`config.mk`:
```
export PLATFORM = sky130hd
export DESIGN_NAME = pba_apb_regs
export DESIGN_NICKNAME = d
export VERILOG_FILES = /design/src/design/pba_pkg.sv /design/src/design/pba_apb_regs.sv
export SDC_FILE = /design/constraint.sdc
export NUM_CORES = 1
export LEC_CHECK = 0
export CAP_MARGIN = 20
export CORE_MARGIN = 3
export CORE_UTILIZATION = 55
export DETAILED_ROUTE_END_ITERATION = 10
export DONT_BUFFER_PORTS = 1
export PLACE_DENSITY = 0.77
export SYNTH_ARGS = -nofsm -noshare
export SYNTH_HDL_FRONTEND = slang
export SYNTH_SLANG_ARGS = --single-unit
```
`constraint.sdc`:
```
create_clock -name clk -period 1.04 [get_ports clk]
set_input_delay 0.052 -clock clk [delete_from_list [all_inputs] [get_ports clk]]
set_output_delay 0.052 -clock clk [all_outputs]
set_load 0.03 [all_outputs]
```
`src/design/pba_pkg.sv`:
```
// Shared types and constants of the page bitmap allocator.
package pba_pkg;

	// Fixed field widths.
	localparam int ADDR_W     = 48;
	localparam int LIMIT_W    = 17;
	localparam int MODE_W     = 2;
	localparam int STATUS_W   = 2;
	localparam int APB_DATA_W = 32;
	localparam int APB_ADDR_W = 2;

	// Request codes.
	localparam logic [MODE_W-1:0] MODE_ALLOC   = 2'd0;
	localparam logic [MODE_W-1:0] MODE_FREE    = 2'd1;
	localparam logic [MODE_W-1:0] MODE_RESERVE = 2'd2;

	// Result status codes.
	localparam logic [STATUS_W-1:0] STAT_DONE    = 2'd0;
	localparam logic [STATUS_W-1:0] STAT_NO_FREE = 2'd1;
	localparam logic [STATUS_W-1:0] STAT_RANGE   = 2'd2;

	// Register map and reset values.
	localparam logic [APB_ADDR_W-1:0] REG_PAGE_LIMIT = 2'd0;
	localparam logic [LIMIT_W-1:0]    LIMIT_RESET    = 17'd65536;

	// Sequencer states.
	typedef enum logic [2:0] {
		S_INIT,
		S_IDLE,
		S_SUM_RD,
		S_SUM_CHK,
		S_WORD_RD,
		S_WORD_CHK,
		S_UPD_RD,
		S_UPD_WR
	} pba_state_t;

endpackage

```
`src/design/pba_apb_regs.sv`:
```
// APB configuration register holding the page limit.
module pba_apb_regs
	import pba_pkg::*;
(
	input  logic                  clk,
	input  logic                  arst_n,
	input  logic                  psel,
	input  logic                  penable,
	input  logic                  pwrite,
	input  logic [APB_ADDR_W-1:0] paddr,
	input  logic [APB_DATA_W-1:0] pwdata,
	output logic [APB_DATA_W-1:0] prdata,
	output logic                  pready,
	output logic [LIMIT_W-1:0]    page_limit
);

	logic wr_en;

	assign pready = 1'b1;
	assign wr_en  = psel && penable && pwrite;

	// Page limit register; writes to other addresses are dropped.
	always_ff @(posedge clk or negedge arst_n) begin
		if (!arst_n) begin
			page_limit <= LIMIT_RESET;
		end else if (wr_en && paddr == REG_PAGE_LIMIT) begin
			page_limit <= pwdata[LIMIT_W-1:0];
		end
	end

	// Read mux.
	always_comb begin
		prdata = '0;
		if (paddr == REG_PAGE_LIMIT) begin
			prdata = APB_DATA_W'(page_limit);
		end
	end

endmodule

```
# Yosys cells after proc, flatten, opt, wreduce, memory -nomap -nowiden
# Index checks and enable logic that the tools add are counted.
# word_totals
output_inout_bits	50
wordCells	6
input_bits	39
ff_bits	17
# op_classes
reduce_logical	4
mux	1
# ops
cell	n
$mux W17	1
$logic_and A1 B1 Y1	3
$logic_not A2 Y1	1

# Longest topological paths before layout
# logic_depth
ltp_word	3
depth_mapped	5
ltp_nobuf	3

# Least setup slack after synthesis
# OpenSTA, ideal clock, no wires.
# synth_path
path_type	input -> register
from	in paddr[1]
to	reg page_limit[10]
n_path_buf	2
t_required_ps	915
arrival_time_ps	961
setup_time_ps	125
slack_ps	-46
path_stages	5
path_cell_list	nor2_4 -> and4_4 -> buf_8 -> buf_12 -> mux2_4
# synth_via
elab_chain_len	2
# synth_rtl
element	line_no	rtl
from (decl)	pba_apb_regs.sv:10	input logic [APB_ADDR_W-1:0] paddr,
$logic_not A2 Y1	pba_apb_regs.sv:26	end else if (wr_en && paddr == REG_PAGE_LIMIT) begin
$logic_and A1 B1 Y1	pba_apb_regs.sv:26	
to (signal assigned)	pba_apb_regs.sv:27	page_limit <= pwdata[LIMIT_W-1:0];
to (decl)	pba_apb_regs.sv:14	output logic [LIMIT_W-1:0] page_limit
# No other way between the ends.
# A chain may end at the register's enable or synchronous reset.

# Final worst setup path
# layout_path
from	reg page_limit[16]
to	out prdata[16]
# layout_via
elab_chain_len	1
# layout_rtl
element	line_no	rtl
$mux W17	pba_apb_regs.sv:34	if (paddr == REG_PAGE_LIMIT) begin
to (decl)	pba_apb_regs.sv:12	output logic [APB_DATA_W-1:0] prdata,
# No other way between the ends.

==> reports/results.tsv <==
stage	metric	value	unit
run_status	status	finished, violations left	
run_status	failed_checks	setup timing	
floorplanning	initial_core_utilization	60.9	%
global_route	number_of_antenna_violations_at_the_first_check_in_global_routing	0	
detailed_routing	drt-wirelength-per-cell	15.3	um
finish	flow.area_growth_from_synthesis	33.0	%
synth	synth_top_area_share	41.7	%
floorplanning	floorplan.die.width	47.8	um
timing	timing.final.setup_violations	1	
timing	fmaxAchievable	0.945	GHz
synth	netlist_top_cells_count	sky130_fd_sc_hd__buf_4, sky130_fd_sc_hd__dfrtp_1, sky130_fd_sc_hd__and2_1, sky130_fd_sc_hd__mux2_4	
synth	yosysTopAreaCell	sky130_fd_sc_hd__dfrtp_1	
worst_setup_path	timing.critical_path.arrival	1.01	ns
power	leakagePower	0.624	nW
finish	largest_register_ff_count	17	
clock_tree	cts.sinks	17	
finish	reg_with_most_ffs	page_limit	
global_route	grt_max_degree	18	
finish	reg_top3	page_limit: 17 flops	
timing	finalSetupTns	-0.0183	ns
worst_setup_path	cp.buffers_inverters	0	
clock_tree	clock_tree.root_cell	sky130_fd_sc_hd__clkbuf_4	
place	postPlaceCellArea	0.00105	mm2
worst_setup_path	sequence_of_cells_on_the_critical_path	and2_4	
power	irDropWorstVdd	0.00121	V
worst_setup_path	worst_path_max_delay_cell	sky130_fd_sc_hd__dfstp_2	
global_route	grt_pass1_vias	561	
global_route	first_pass_grt_wire_length	2750	um
synth	syn-instance-count	74	
floorplanning	die-area	0.00228	mm2
timing	finalHoldWorstSlack	0.288	ns
clock_tree	cts.htree.levels	1	
synth	ys_types	13	
detailed_routing	dr_wl_met3	192	um
floorplanning	std_cell_rows	14	
detailed_routing	first_iter_violations	4	
finish	postLayoutCoreUtil	81.0	%
place	detailed_place_hpwl	1330	um
timing	post-route-period-util	102	%
synth	synth-warning-count	0	
detailed_routing	postRouteAntennaNets	0	
clock_tree	clockBufferDepth	2	
min_path	timing.hold.worst.class	in -> async	
synth	syn_avg_cell_area	13.0	um2
place	place.port_buffers	0	
detailed_routing	total_routed_wirelength	1960	um
finish	antenna-diode-count	0	
synth	synth-edff-count	0	
worst_setup_path	timing.setup.critical_path_class	reg -> out	
detailed_routing	dr_total_vias	628	
worst_setup_path	top_fanout_value_on_the_critical_path	3	
worst_setup_path	max_stage_delay	0.55	ns
synth	ys_top_cells_by_area	sky130_fd_sc_hd__dfrtp_1, sky130_fd_sc_hd__mux2_4, sky130_fd_sc_hd__buf_4, sky130_fd_sc_hd__mux2_2, sky130_fd_sc_hd__and2_1	
detailed_routing	drtPass1Iterations	3	
timing	timing_hold_violations_final	0	
detailed_routing	maxUsedRoutingLayer	met3	
finish	final-seq-area	427	um2
timing	clock_skew	0	ns
timing	grt_setup_unrepaired	yes	
worst_setup_path	critPathLaunchType	flop	
timing	final_period_minus_worst_setup_slack	1.06	ns
detailed_routing	route.met2.wl	1050	um
finish	final_layout_size_suffix_gt1_share	54.5	%
detailed_routing	routedLengthMet1	721	um
global_route	grt.overflow.total	0	
global_route	globalRouteTotalUtil	17.3	%
run	max_capacitance_violation_count	0	
timing	slew-limit-headroom	48.7	%
worst_setup_path	setup.reg_to_reg.worst_slack	0.19	ns
clock_tree	cts-buffers-inserted	3	
detailed_routing	drt_drc_violations_left	0	
finish	nets	152	
clock_tree	insertion_delay	0.27	ns
synth	ffs_latches_synth	17	
worst_setup_path	crit_required	0.99	ns
synth	async_flop_share	100	%
finish	post-route-cell-area	0.00128	mm2
floorplanning	std_cell_core_area	0.00158	mm2
finish	multi_input_comb_area	440	um2
worst_setup_path	r2r_start	page_limit[16]	
finish	fillers	97	
floorplanning	io_pins	89	
worst_setup_path	worstSetupEndpointType	primary output	
floorplanning	die_h	47.8	um
timing	worst_tran_pin_value	0.766	ns
synth	yosys_most_used_dff	sky130_fd_sc_hd__dfrtp_1	
worst_setup_path	worst-r2r-cell-count	2	
clock_tree	cts.clk_slew.worst_paths	0.09	ns
clock_tree	tritoncts	yes	
place	dp_slack	0.0439	ns
timing	final_max_slew_viol_count	0	
place	place.gp.congestion	0.660	
detailed_routing	detail_route.vias_per_cell	4.91	
worst_setup_path	timing.critical_path.max_delay_family	flip-flops	
timing	final.setup.worst_slack	-0.0183	ns
synth	syn_area	960	um2
synth	seq_area_frac_synth	44.5	%
power	power_density	1870	mW/mm2
worst_setup_path	r2r-end	page_limit[16]	
==> cell type report <==
cell class | instances | share of cell area [%]
clock buffer | 4 | 2.06
multi-input combinational | 52 | 34.5
sequential | 17 | 33.4
tap | 16 | 1.57
timing repair buffer | 39 | 28.4
==> where the power goes <==
part           switching, mW  internal (mW)  total (mW)
Sequential             0.108          0.822       0.929
Clock                  0.185          0.148       0.333
Combinational          0.667          0.459        1.13
Total                  0.960           1.43        2.39
==> cells in the final DEF (no fill, tap or decap), drive strengths merged <==
| cell | Yosys | final |
|---|---|---|
| buf | 18 | 21 |
| dlygate4sd3 | 0 | 18 |
| and2 | 17 | 17 |
| mux2 | 17 | 17 |
| conb | 2 | 16 |
| dfrtp | 16 | 16 |
| clkbuf | 1 | 4 |
| nor2 | 1 | 1 |
| and4 | 1 | 1 |
| dfstp | 1 | 1 |
==> worst max path at each step <==
| stage | startpoint | end | slack, ns | cells after the start |
|---|---|---|---|---|
| 6_report | page_limit[16] | prdata[16] | -0.02 | 1 |
| 5_1_grt | page_limit[16] | prdata[16] | -0.06 | 1 |
| 4_1_cts | page_limit[16] | prdata[16] | -0.04 | 1 |
| 3_5_place_dp | paddr[0] | page_limit[14] | 0.04 | 4 |
| 3_3_place_gp | paddr[0] | page_limit[14] | 0.05 | 4 |
| 2_1_floorplan | paddr[0] | page_limit[10] | -0.03 | 5 |
==> per-layer routing <==
metal	up-vias	GRT usage (%)
met5	-	0
met4	0	4.84
met3	0	3.76
met2	43	30.6
met1	302	21.1
li1	283	-
==> cell families (layout without fill, tap and decap cells) <==
logic type / after synthesis / after routing / synth area share [%]
buf+inv: 19 / 43 / 16.6
flops: 17 / 17 / 44.5
mux: 17 / 17 / 23.9
other cells: 2 / 16 / 0.783
simple gates: 19 / 19 / 14.3
==> through the flow <==
step	cells	power [mW]
final	128	2.39
after global routing	128	2.52
after CTS	127	2.38
after detailed placement	105	1.97
after global placement	105	1.95
after floorplan	88	1.72
==> timing repair <==
| item | CTS | global route |
|---|---|---|
| gates resized for setup | 2 | 9 |
| hold endpoints to repair | 34 | 0 |
| setup buffers | 0 | 1 |
| setup endpoints to repair | 2 | 11 |
| hold buffers | 18 | 0 |
Note: power is estimated with default switching activity, not from simulation.
