--- src/design/pba_lsb_find.sv ---
// Finds the index of the lowest set bit of a vector.
module pba_lsb_find #(
	parameter int W = 64,
	localparam int IW = (W > 1) ? $clog2(W) : 1
) (
	input  logic [W-1:0]  vec,
	output logic          found,
	output logic [IW-1:0] idx
);

	logic [W-1:0] iso;

	// Isolate the lowest set bit, then encode its position.
	assign iso   = vec & (~vec + W'(1));
	assign found = |vec;

	always_comb begin
		idx = '0;
		for (int i = 0; i < W; i++) begin
			if (iso[i]) begin
				idx = idx | IW'(i);
			end
		end
	end

endmodule

--- config.mk ---
export PLATFORM = sky130hd
export DESIGN_NAME = pba_lsb_find
export DESIGN_NICKNAME = d
export VERILOG_FILES = /design/src/design/pba_lsb_find.sv
export SDC_FILE = /design/constraint.sdc
export NUM_CORES = 1
export LEC_CHECK = 0
export ABC_AREA = 1
export BUFFER_PORTS_ARGS = -buffer_cell sky130_fd_sc_hd__buf_2
export CORE_UTILIZATION = 55
export DETAILED_ROUTE_END_ITERATION = 10
export PLACE_DENSITY = 0.85
export SKIP_LAST_GASP = 1
export SYNTH_ARGS = -nofsm -noshare
export SYNTH_HDL_FRONTEND = slang
export SYNTH_SLANG_ARGS = --single-unit
--- constraint.sdc ---
create_clock -name vclk -period 2.1
set_input_delay 0.42 -clock vclk [all_inputs]
set_output_delay 0.42 -clock vclk [all_outputs]
set_load 0.01 [all_outputs]
==> summary.txt, run 1 <==
Run status
  – Tool Error: [ERROR GRT-0116] Global routing finished with congestion. Check the congestion regions in the DRC Viewer.
  – Fail Step: global routing (5_1_grt)
  – Outcome: aborted with a tool error

Global routing
  – Pin count of the biggest net entering global routing: 7
  – Vias in the first global route: 5002
  – First-pass GRT wire length: around 24000 microns
  – Gr ovfl total: 43
  – Total GRT Usage: between 60% and 70%

Place
  – GP Congestion: around 1.1
  – Port Buf Inserts: 71
  – Total instance count after detailed placement: 742
  – Hpwl dp: 8810 microns

Synthesis
  – Post-Syn Area: between 2000 and 2500 sq um
  – Mapped Cells: 537
  – Synth top area cells: nor2_1 (27%), nand2_1 (26%), nand3_1 (16%), inv_1 (12%), nor2_4 (4.3%)
  – Dominant cell type by area after synthesis: nor2_1
  – Commonest cells post-synth: nor2_1 (166), nand2_1 (163), inv_1 (74), nand3_1 (73), nor2_2 (10)
  – Count of different cell masters after synthesis: 22
  – Ys Warns: 0
  – Syn_nets: 601
  – Seq/Total Area, Yosys: 0%
  – Syn avg cell area: around 4.4 sq um
  – Synth top area share: 26.6%
  – Most common cell in the netlist: nor2_1

Floorplan
  – IO Count: 71
  – Starting density of the core: 58.1%
  – Row cnt: 23
  – Die height: 67.2 microns
  – Die W: slightly below 70 microns
[routing by layer]
metal	GRT usage, %	overflow
met5	13.8	0
met2	93.8	24
met4	84.3	17
met3	47.3	2
met1	61.3	0
[logic make-up after synthesis]
kind of cell           after synthesis  share of synthesized area, %
AO/OA/AOI/OAI                        6                          1.82
buffers and inverters               74                          11.9
AND/OR/NAND/NOR                    457                          86.3
[through the flow]
stage / setup WS [ns] / TNS (ns) / area [sq um] / utilization, % / hold WS, ns
3_5_place_dp: -0.371 / -2.16 / 3390 / 84.1 / 1.26
3_3_place_gp: -0.395 / -2.24 / 3390 / 84.1 / 1.25
2_1_floorplan: 0.150 / 0 / 2340 / - / 1.05
4_1_cts: -0.201 / -1.18 / 3680 / 91.5 / 1.27
[what timing repair did]
action / 4_1_cts
endpoints found under the hold margin: 0
gates cloned: 1
hold buffers: 0
endpoints found under the setup margin: 7
setup buffers: 5
pin swaps: 20
resized for setup: 63
==> run 2: changes to the inputs <==
--- a/config.mk
+++ b/config.mk
@@ -7,9 +7,9 @@
 export LEC_CHECK = 0
 export ABC_AREA = 1
 export BUFFER_PORTS_ARGS = -buffer_cell sky130_fd_sc_hd__buf_2
-export CORE_UTILIZATION = 55
+export CORE_UTILIZATION = 40
 export DETAILED_ROUTE_END_ITERATION = 10
-export PLACE_DENSITY = 0.85
+export PLACE_DENSITY_LB_ADDON = 0.15
 export SKIP_LAST_GASP = 1
 export SYNTH_ARGS = -nofsm -noshare
 export SYNTH_HDL_FRONTEND = slang
==> run 2 against run 1 <==
Against the previous run: the flow now finishes, with violations (setup timing); area after synthesis stayed put; synthesized cell count is the same.
==> summary.txt, run 2 <==
Run status
  – Outcome: finished, violations left
  – Failing checks: setup timing

Global routing
  – Antenna violations before repair: 0
  – Gr ovfl total: 0
  – First-pass GRT wire length: ~17000 microns
  – Total GRT Usage: 35.6%
  – Vias in the first global route: about 3800
  – Pin count of the biggest net entering global routing: 8

Synthesis
  – Commonest cells post-synth: nor2_1 (166), nand2_1 (163), inv_1 (74), nand3_1 (73), nor2_2 (10)
  – Ys Warns: 0
  – Synth top area cells: nor2_1 (27%), nand2_1 (26%), nand3_1 (16%), inv_1 (12%), nor2_4 (4.3%)
  – Syn avg cell area: 4.36 sq um
  – Most common cell in the netlist: nor2_1
  – Post-Syn Area: 2340 sq um
  – Dominant cell type by area after synthesis: nor2_1
  – Mapped Cells: 537
  – Syn_nets: 601
  – Synth top area share: a little over a quarter
  – Count of different cell masters after synthesis: 22
  – Seq/Total Area, Yosys: 0%

Pwr
  – Tot Pwr: 0.438 mW
  – Pleak: roughly 2.2 nW
  – VDD IR-drop max: 99.6 uV
  – Power per Cell Area: between 100 and 150 nW/um^2

STA
  – Period utilization: 116%
  – Tmin final: 2.44 ns
  – Final Hold Viols: 0
  – Worst-Margin Slew: 0.309 ns
  – Highest clock rate: between 400 and 500 MHz
  – Worst slew margin: 79.3%
  – Slew Viols, Final: 0
  – Final setup vio count: 7
  – Unrepaired setup endpoints after global routing: yes
  – Final worst slack: -0.341 ns

Final layout
  – Area Overhead vs Synth: 74.7%
  – FILL cells: 487
  – Nets: 784
  – Seq. cell area: 0 sq um
  – Ant. Diodes: 0
  – Sequential cells: 0
  – Final cell area excluding filler cells: 4090 sq um
  – Share of layout cells above drive strength 1: 40.1%
  – Most frequent cells in the layout: nand2_1 (147), nor2_1 (114), buf_4 (108), inv_1 (74), nand3_1 (63)
  – Post-layout util: 73.3%
  – Commonest non-fill, non-tap cell in the layout: nand2_1
  – # clk buffers: 0

Worst setup path
  – Critical Path Source Type: input pin
  – Setup CP Type: input pin to output pin
  – Worst EP arrival: ~2.0 ns
  – Worst Setup SP: vec[1]
  – Worst Setup End Kind: output pin
  – WP data required: 1.68 ns
  – Crit Path Max Fanout: 5

Routing
  – Routed WL per cell: 14.8 microns
  – Vias per cell: 5.31
  – DR iter-0 viols: 276
  – Post-route ant nets: 0
  – Residual DRC: 0
  – Final WL: around 12000 microns
  – Drt first pass iters: 5
  – Vias: 4197

Hold path
  – Hold Crit Class: input pin to output pin
  – Hold Crit Start: vec[63]

Floorplan
  – Row cnt: 27
  – Die area: 6160 sq um
  – Die height: a little under 80 microns
  – Die W: 78.5 microns
  – Starting density of the core: 42.0%
  – Core Footprint: 5570 sq um
  – IO Count: 71

Place
  – Port Buf Inserts: between 70 and 80
  – Placed cell areas: 3580 sq um
  – GP Congestion: 0.995
  – Hpwl dp: 9070 microns

Flow run
  – Max-Cap Viols: 0

Clock tree
  – Post-CTS Hold Buffers: 0
run 2: cell counts after synthesis:
No cell type changed its count.
run 2: kinds of logic after synthesis:
logic type | Yosys count | synth area share [%]
AND/OR/NAND/NOR | 457 | 86.3
AO/OA/AOI/OAI | 6 | 1.82
buffers and inverters | 74 | 11.9
run 2: layout make-up:
class / instances / area (sq um) / area share (%)
multi-input combinational: 464 / 2460 / 60.1
timing repair buffer: 180 / 1260 / 30.9
inverter: 74 / 278 / 6.80
tap: 72 / 90.1 / 2.20
run 2: power breakdown:
| group | internal [mW] | total [mW] | switching (mW) |
|---|---|---|---|
| registers | 0 | 0 | 0 |
| logic | 0.209 | 0.438 | 0.230 |
| clock network | 0 | 0 | 0 |
run 2: routing by layer:
metal	global-route usage (%)	vias to the layer above	part of all wire, %
met5	0	-	0
met4	17.8	0	5.1
met3	1.05	52	6.2
met2	65.5	245	50
met1	42.0	1865	39
li1	-	2035	-
run 2: path summary, 6_finish.rpt:
kind | to | slack, ns | cells after the start
worst min-delay path | found | 1.26 | 5
worst max-delay path | idx[5] | -0.34 | 13
run 2: repair_timing:
action	4_1_cts	5_1_grt
cloned	1	0
gates resized for setup	82	53
endpoints found under the setup margin	7	7
buffers inserted	1	2
pin swaps	24	25
run 2: stage by stage:
| step | worst slack (ns) | TNS (ns) | std cells | hold WS, ns |
|---|---|---|---|---|
| after floorplan | 0.150 | 0 | 537 | 1.05 |
| after global placement | -0.374 | -2.13 | 786 | 1.25 |
| after detailed placement | -0.353 | -2.13 | 786 | 1.25 |
| after CTS | -0.224 | -1.30 | 788 | 1.26 |
| after global routing | -0.422 | -2.33 | 790 | 1.31 |
| final | -0.341 | -1.84 | 790 | 1.26 |
run 2: critical path, cell delays in order:
cell and delay (ns):
buf_2 0.12, nor2_4 0.13, nand2_4 0.12, nor2_8 0.18, nand2_4 0.10, nor2_4 0.27, nand3_2 0.15, nand2_2 0.10
nor2_1 0.04, nand2_1 0.08, nor2_1 0.05, nand3_1 0.11, buf_2 0.14
No activity file was read; power rests on OpenSTA's default activity.
==> run 3: changes to the inputs <==
--- a/config.mk
+++ b/config.mk
@@ -5,10 +5,10 @@
 export SDC_FILE = /design/constraint.sdc
 export NUM_CORES = 1
 export LEC_CHECK = 0
-export ABC_AREA = 1
 export BUFFER_PORTS_ARGS = -buffer_cell sky130_fd_sc_hd__buf_2
-export CORE_UTILIZATION = 40
+export CORE_AREA = 2 2 63 65
 export DETAILED_ROUTE_END_ITERATION = 10
+export DIE_AREA = 0 0 65 67
 export PLACE_DENSITY_LB_ADDON = 0.15
 export SKIP_LAST_GASP = 1
 export SYNTH_ARGS = -nofsm -noshare
==> run 3 against run 2 <==
Against the previous run: area after synthesis is 47% lower; final area is 37% lower; sequential share of layout area stayed put; critical path type unchanged; utilization is 1.5 points lower; the run still ends with setup timing left; hold slack worse by 0.089 ns; critical path depth is 3 lower.
==> summary.txt, run 3 <==
Run status
  – Outcome: finished, violations left
  – Failing checks: setup timing

Worst setup path
  – WP data required: 1.68 ns
  – Setup CP Type: input pin to output pin
  – WP buf/inv: 3
  – Crit path cell chain: buf_6 -> or4_4 -> or4b_4 -> nor4_4 -> nand2_2 -> buf_6 -> o41ai_4 -> nor4_1 -> nand4_1 -> buf_2
  – CP max stage cell: or4b_4
  – Critical Path Source Type: input pin
  – Worst Setup End Kind: output pin
  – Worst EP arrival: 2.86 ns
  – Worst Setup SP: vec[8]
  – Delay of the slowest critical-path stage: 0.53 ns
  – Worst path most repeated cell: buf_6
  – Crit Path Max Fanout: 5
  – Cell family with most CP delay: simple AND/OR/NAND/NOR gates

Hold path
  – Hold Crit Start: vec[63]
  – Hold depth: 4
  – Endpoint of the worst hold path: found
  – Hold Crit Class: input pin to output pin

Synthesis
  – Synth top area share: under 10%
  – Dominant cell type by area after synthesis: nor2_1
  – Commonest cells post-synth: nor2_1 (32), nor3_1 (20), nand2_1 (14), nor4_1 (14), a21oi_1 (13)
  – Synth top area cells: nor2_1 (9.7%), nor3_1 (8.1%), nor4_1 (7.1%), nand4_1 (5.6%), a21oi_1 (5.3%)
  – Ys Warns: 0
  – Count of different cell masters after synthesis: 49
  – Syn_nets: 270
  – Post-Syn Area: 1240 sq um
  – Most common cell in the netlist: nor2_1
  – Syn avg cell area: 6.01 sq um
  – Mapped Cells: 206
  – Seq/Total Area, Yosys: 0%

Final layout
  – Share of layout cells above drive strength 1: 51.8%
  – Sequential cells: 0
  – Final cell area excluding filler cells: 2590 sq um
  – Area Overhead vs Synth: 109%
  – Nets: 448
  – # clk buffers: 0
  – Most frequent cells in the layout: buf_4 (106), buf_2 (69), nor2_1 (32), nor3_1 (20)
  – Commonest non-fill, non-tap cell in the layout: buf_4
  – Ant. Diodes: 0
  – Seq. cell area: 0 sq um

Global routing
  – Gr ovfl total: 0
  – Pin count of the biggest net entering global routing: 13
  – Vias in the first global route: 2266
  – First-pass GRT wire length: roughly 10000 microns
  – Antenna violations before repair: 0
  – Total GRT Usage: 27.3%

Floorplan
  – Starting density of the core: between 30% and 40%
  – Die height: 67 microns
  – Row cnt: 22
  – Die W: 65 microns
  – Die area: 4360 sq um
  – Core Footprint: 3610 sq um
  – IO Count: 71

Pwr
  – Tot Pwr: 0.294 mW
  – VDD IR-drop max: 65.7 uV
  – Power per Cell Area: approximately 110 nW/um^2
  – Pleak: 1.28 nW
  – Sw Ratio: 43.5%
  – Combinational share of power: 100.0%
  – Pint: 0.166 mW
  – Clock share of power: 0%
  – Sequential power share: 0%
  – Sw power: 0.128 mW

Clock tree
  – Post-CTS Hold Buffers: 0

Place
  – Hpwl dp: 4960 microns
  – Port Buf Inserts: 71
  – GP Congestion: roughly 1.0
  – Placed cell areas: roughly 2400 sq um

Routing
  – Residual DRC: 0
  – DR iter-0 viols: ~150
  – Vias per cell: 5.73
  – Drt first pass iters: 5
  – Routed WL per cell: 14.1 microns
  – Final WL: 6080 microns
  – Vias: 2464
  – Post-route ant nets: 0

STA
  – Final worst slack: -1.18 ns
  – Setup TNS: -7.55 ns
  – Highest clock rate: approximately 300 MHz
  – Slew Viols, Final: 0
  – Tmin final: 3.28 ns
  – Worst-Margin Slew: 0.499 ns
  – Hold slack: 1.17 ns
  – Unrepaired setup endpoints after global routing: yes
  – Worst slew margin: 66.2%
  – Final setup vio count: 7
  – Period utilization: 156%
  – Final Hold Viols: 0

Flow run
  – Max-Cap Viols: 0
## run 3: cell count changes after synthesis, moves of 5 or more
| cell | change |
|---|---|
| nor4_1 | +14 |
| nand4b_1 | +7 |
| nand2_1 | -149 |
| nor2_2 | -10 |
| nand3_1 | -64 |
| inv_1 | -67 |
| o21ai_0 | +5 |
| a21oi_1 | +13 |
| or3_1 | +6 |
| nor2_4 | -9 |
| nor3_1 | +11 |
| nor2_1 | -134 |
## run 3: metrics by stage
| stage | setup slack [ns] | utilization [%] | cells |
|---|---|---|---|
| floorplan | -0.916 | - | 206 |
| global placement | -1.23 | 67.3 | 422 |
| detailed placement | -1.27 | 67.3 | 422 |
| CTS | -1.08 | 69.9 | 425 |
| global route | -1.25 | 71.9 | 430 |
| finish | -1.18 | 71.9 | 430 |
## run 3: logic make-up (layout without fill, tap and decap cells)
group	Yosys count	in the layout	share of synthesized area, %
buffers and inverters	11	187	3.74
AOI/OAI and AO/OA	54	54	32.0
and+or+nand+nor	141	141	64.3
## run 3: layout make-up
type / count / area [sq um]
Multi-Input combinational cell: 195 / 1310
Timing Repair Buffer: 180 / 1200
Fill cell: 310 / 1010
Tap cell: 48 / 60.1
Inverter: 7 / 26.3
## run 3: power groups by stage
stage                     logic [mW]  registers, mW  clock network [mW]
after global placement         0.279              0                   0
final                          0.294              0                   0
after global routing           0.320              0                   0
after CTS                      0.289              0                   0
after floorplan               0.0639              0                   0
after detailed placement       0.283              0                   0
## run 3: how the worst max path moves through the flow
stage | endpoint | slack [ns] | depth (start not counted)
2_1_floorplan | idx[1] | -0.92 | 9
3_3_place_gp | idx[0] | -1.23 | 10
3_5_place_dp | idx[0] | -1.27 | 10
4_1_cts | idx[1] | -1.08 | 10
5_1_grt | idx[5] | -1.25 | 10
6_report | idx[5] | -1.18 | 10
## run 3: routing by layer
layer / global-route usage (%) / wire [microns] / vias to the layer above
met3: 0.845 / 344 / 18
li1: - / - / 1201
met4: 5.32 / 165 / 0
met1: 32.5 / 2430 / 1120
met5: 0 / 0 / -
met2: 54.0 / 3140 / 125
## run 3: repair_timing
item                       CTS  global route
setup endpoints to repair    7             7
pin swaps                    6             7
gates resized for setup     15             5
buffers inserted             3             5
==> run 4: changes to the inputs <==
==> constraint.sdc (replaced) <==
create_clock -name vclk -period 3.1
set_input_delay 0.62 -clock vclk [all_inputs]
set_output_delay 0.62 -clock vclk [all_outputs]
set_load 0.01 [all_outputs]
==> run 4 against run 3 <==
Against the previous run: the run still ends with setup timing left; sequential cell count did not move; first-iteration DRC count decreased by 9.4%; via count is 9.0% lower; die area stayed put; final area fell by 9.5%; hold slack improved by 0.40 ns; total power decreased by 41%; setup slack improved by 0.71 ns; critical path depth did not move; utilization down 6.8 points; critical endpoint is now idx[2]; largest cell class unchanged.
==> summary.txt, run 4 (synthesized netlist as in run 3, its figures left out) <==
Flow run
  – Max-Cap Viols: 0

Routing
  – Vias: roughly 2200
  – Final WL: 5750 microns
  – DR iter-0 viols: 135
  – Drt first pass iters: 4
  – Post-route ant nets: 0
  – Residual DRC: 0
  – Vias per cell: 5.69
  – Routed WL per cell: between 10 and 15 microns

Run status
  – Outcome: finished, violations left
  – Failing checks: setup timing

STA
  – Tmin final: 3.58 ns
  – Highest clock rate: 280 MHz
  – Period utilization: 115%
  – Final worst slack: -0.475 ns
  – Worst slew margin: between 60% and 70%
  – Hold slack: around 1.6 ns
  – Final setup vio count: 7
  – Final Hold Viols: 0
  – Unrepaired setup endpoints after global routing: yes
  – Slew Viols, Final: 0
  – Worst-Margin Slew: 0.557 ns

Final layout
  – Seq. cell area: 0 sq um
  – FILL cells: 371
  – Post-layout util: 65.0%
  – Final Non-Filler Cells: 394
  – Area Overhead vs Synth: 89.5%
  – Share of layout cells above drive strength 1: 48.6%
  – # clk buffers: 0
  – Area of the multi-input gates: roughly 1300 sq um
  – Ant. Diodes: 0
  – Sequential cells: 0
  – Nets: 412
  – Most frequent cells in the layout: buf_2 (70), buf_4 (70), nor2_1 (31), nor3_1 (17)

Place
  – Total instance count after detailed placement: 388
  – GP Congestion: 1.01
  – Port Buf Inserts: 71
  – Hpwl dp: 4650 microns

Global routing
  – First-pass GRT wire length: 9410 microns
  – Vias in the first global route: 2171
  – Pin count of the biggest net entering global routing: 12
  – Total GRT Usage: 26.5%
  – Antenna violations before repair: 0
  – Gr ovfl total: 0

Hold path
  – Hold Crit Start: vec[63]
  – Hold depth: 4
  – Hold Crit Class: input pin to output pin
  – Endpoint of the worst hold path: found

Worst setup path
  – WP data required: 2.48 ns
  – Critical Path Source Type: input pin
  – Crit Path Max Fanout: 11
  – Worst Setup End Kind: output pin
  – Worst EP arrival: between 2 and 3 ns
  – Setup CP Type: input pin to output pin

Pwr
  – Power per Cell Area: 73.6 nW/um^2
  – Tot Pwr: 0.173 mW
  – VDD IR-drop max: 40.3 uV
  – Pleak: 1.10 nW

Floorplan
  – Row cnt: 22
  – Core Footprint: 3610 sq um
  – IO Count: ~70
  – Die area: 4360 sq um
  – Die W: around 65 microns
  – Starting density of the core: 34.3%
  – Die height: approximately 67 microns
-- run 4: changes by cell type in the layout (fill, tap and decap cells not counted), moves of 2 or more --
cell	delta
and2_1	+2
nor3_2	+3
buf_4	-36
nor3_1	-3
buf_6	-2
-- run 4: worst max path at each step --
| stage | from | to | cells past startpoint |
|---|---|---|---|
| after floorplan | vec[8] | idx[1] | 9 |
| after global placement | vec[8] | idx[0] | 10 |
| after detailed placement | vec[8] | idx[0] | 10 |
| after CTS | vec[10] | idx[1] | 10 |
| after global routing | vec[10] | idx[4] | 11 |
| final | vec[10] | idx[2] | 10 |
-- run 4: what timing repair did --
| action | 4_1_cts | 5_1_grt |
|---|---|---|
| setup endpoints to repair | 7 | 7 |
| hold buffers | 0 | 0 |
| setup buffers | 6 | 0 |
| gates resized for setup | 17 | 8 |
| pin swaps | 11 | 4 |
-- run 4: worst max-delay path, cell delays in order --
cell      delay [ns]
buf_6           0.09
or4_4           0.53
or4b_4          0.53
nor4_4          0.22
buf_6           0.19
and2_1          0.21
a32oi_1         0.13
o2111a_1        0.19
nand4b_1        0.10
buf_2           0.14
-- run 4: power breakdown --
part | total [mW] | internal (mW) | switching [mW]
combinational | 0.173 | 0.0911 | 0.0816
clock | 0 | 0 | 0
sequential | 0 | 0 | 0
total | 0.173 | 0.0911 | 0.0816
-- run 4: area by class of cell --
class	count	share of cell area [%]
tap	48	2.56
multi-input combinational	195	56.7
inverter	7	1.12
timing repair buffer	144	39.6
-- run 4: routing by layer --
layer | routed length [microns] | vias up | GRT usage [%]
met2 | 2960 | 79 | 50.4
li1 | - | 1118 | -
met4 | 134 | 0 | 7.45
met5 | 0 | - | 0
met3 | 223 | 12 | 0.507
met1 | 2430 | 1033 | 32.5
-- run 4: metrics by stage --
| step | area, sq um | setup TNS (ns) | setup slack, ns |
|---|---|---|---|
| finish | 2340 | -2.93 | -0.475 |
| global route | 2340 | -3.33 | -0.548 |
| CTS | 2310 | -2.70 | -0.442 |
| detailed placement | 2170 | -4.03 | -0.644 |
| global placement | 2170 | -3.82 | -0.605 |
| floorplan | 1290 | -1.80 | -0.316 |
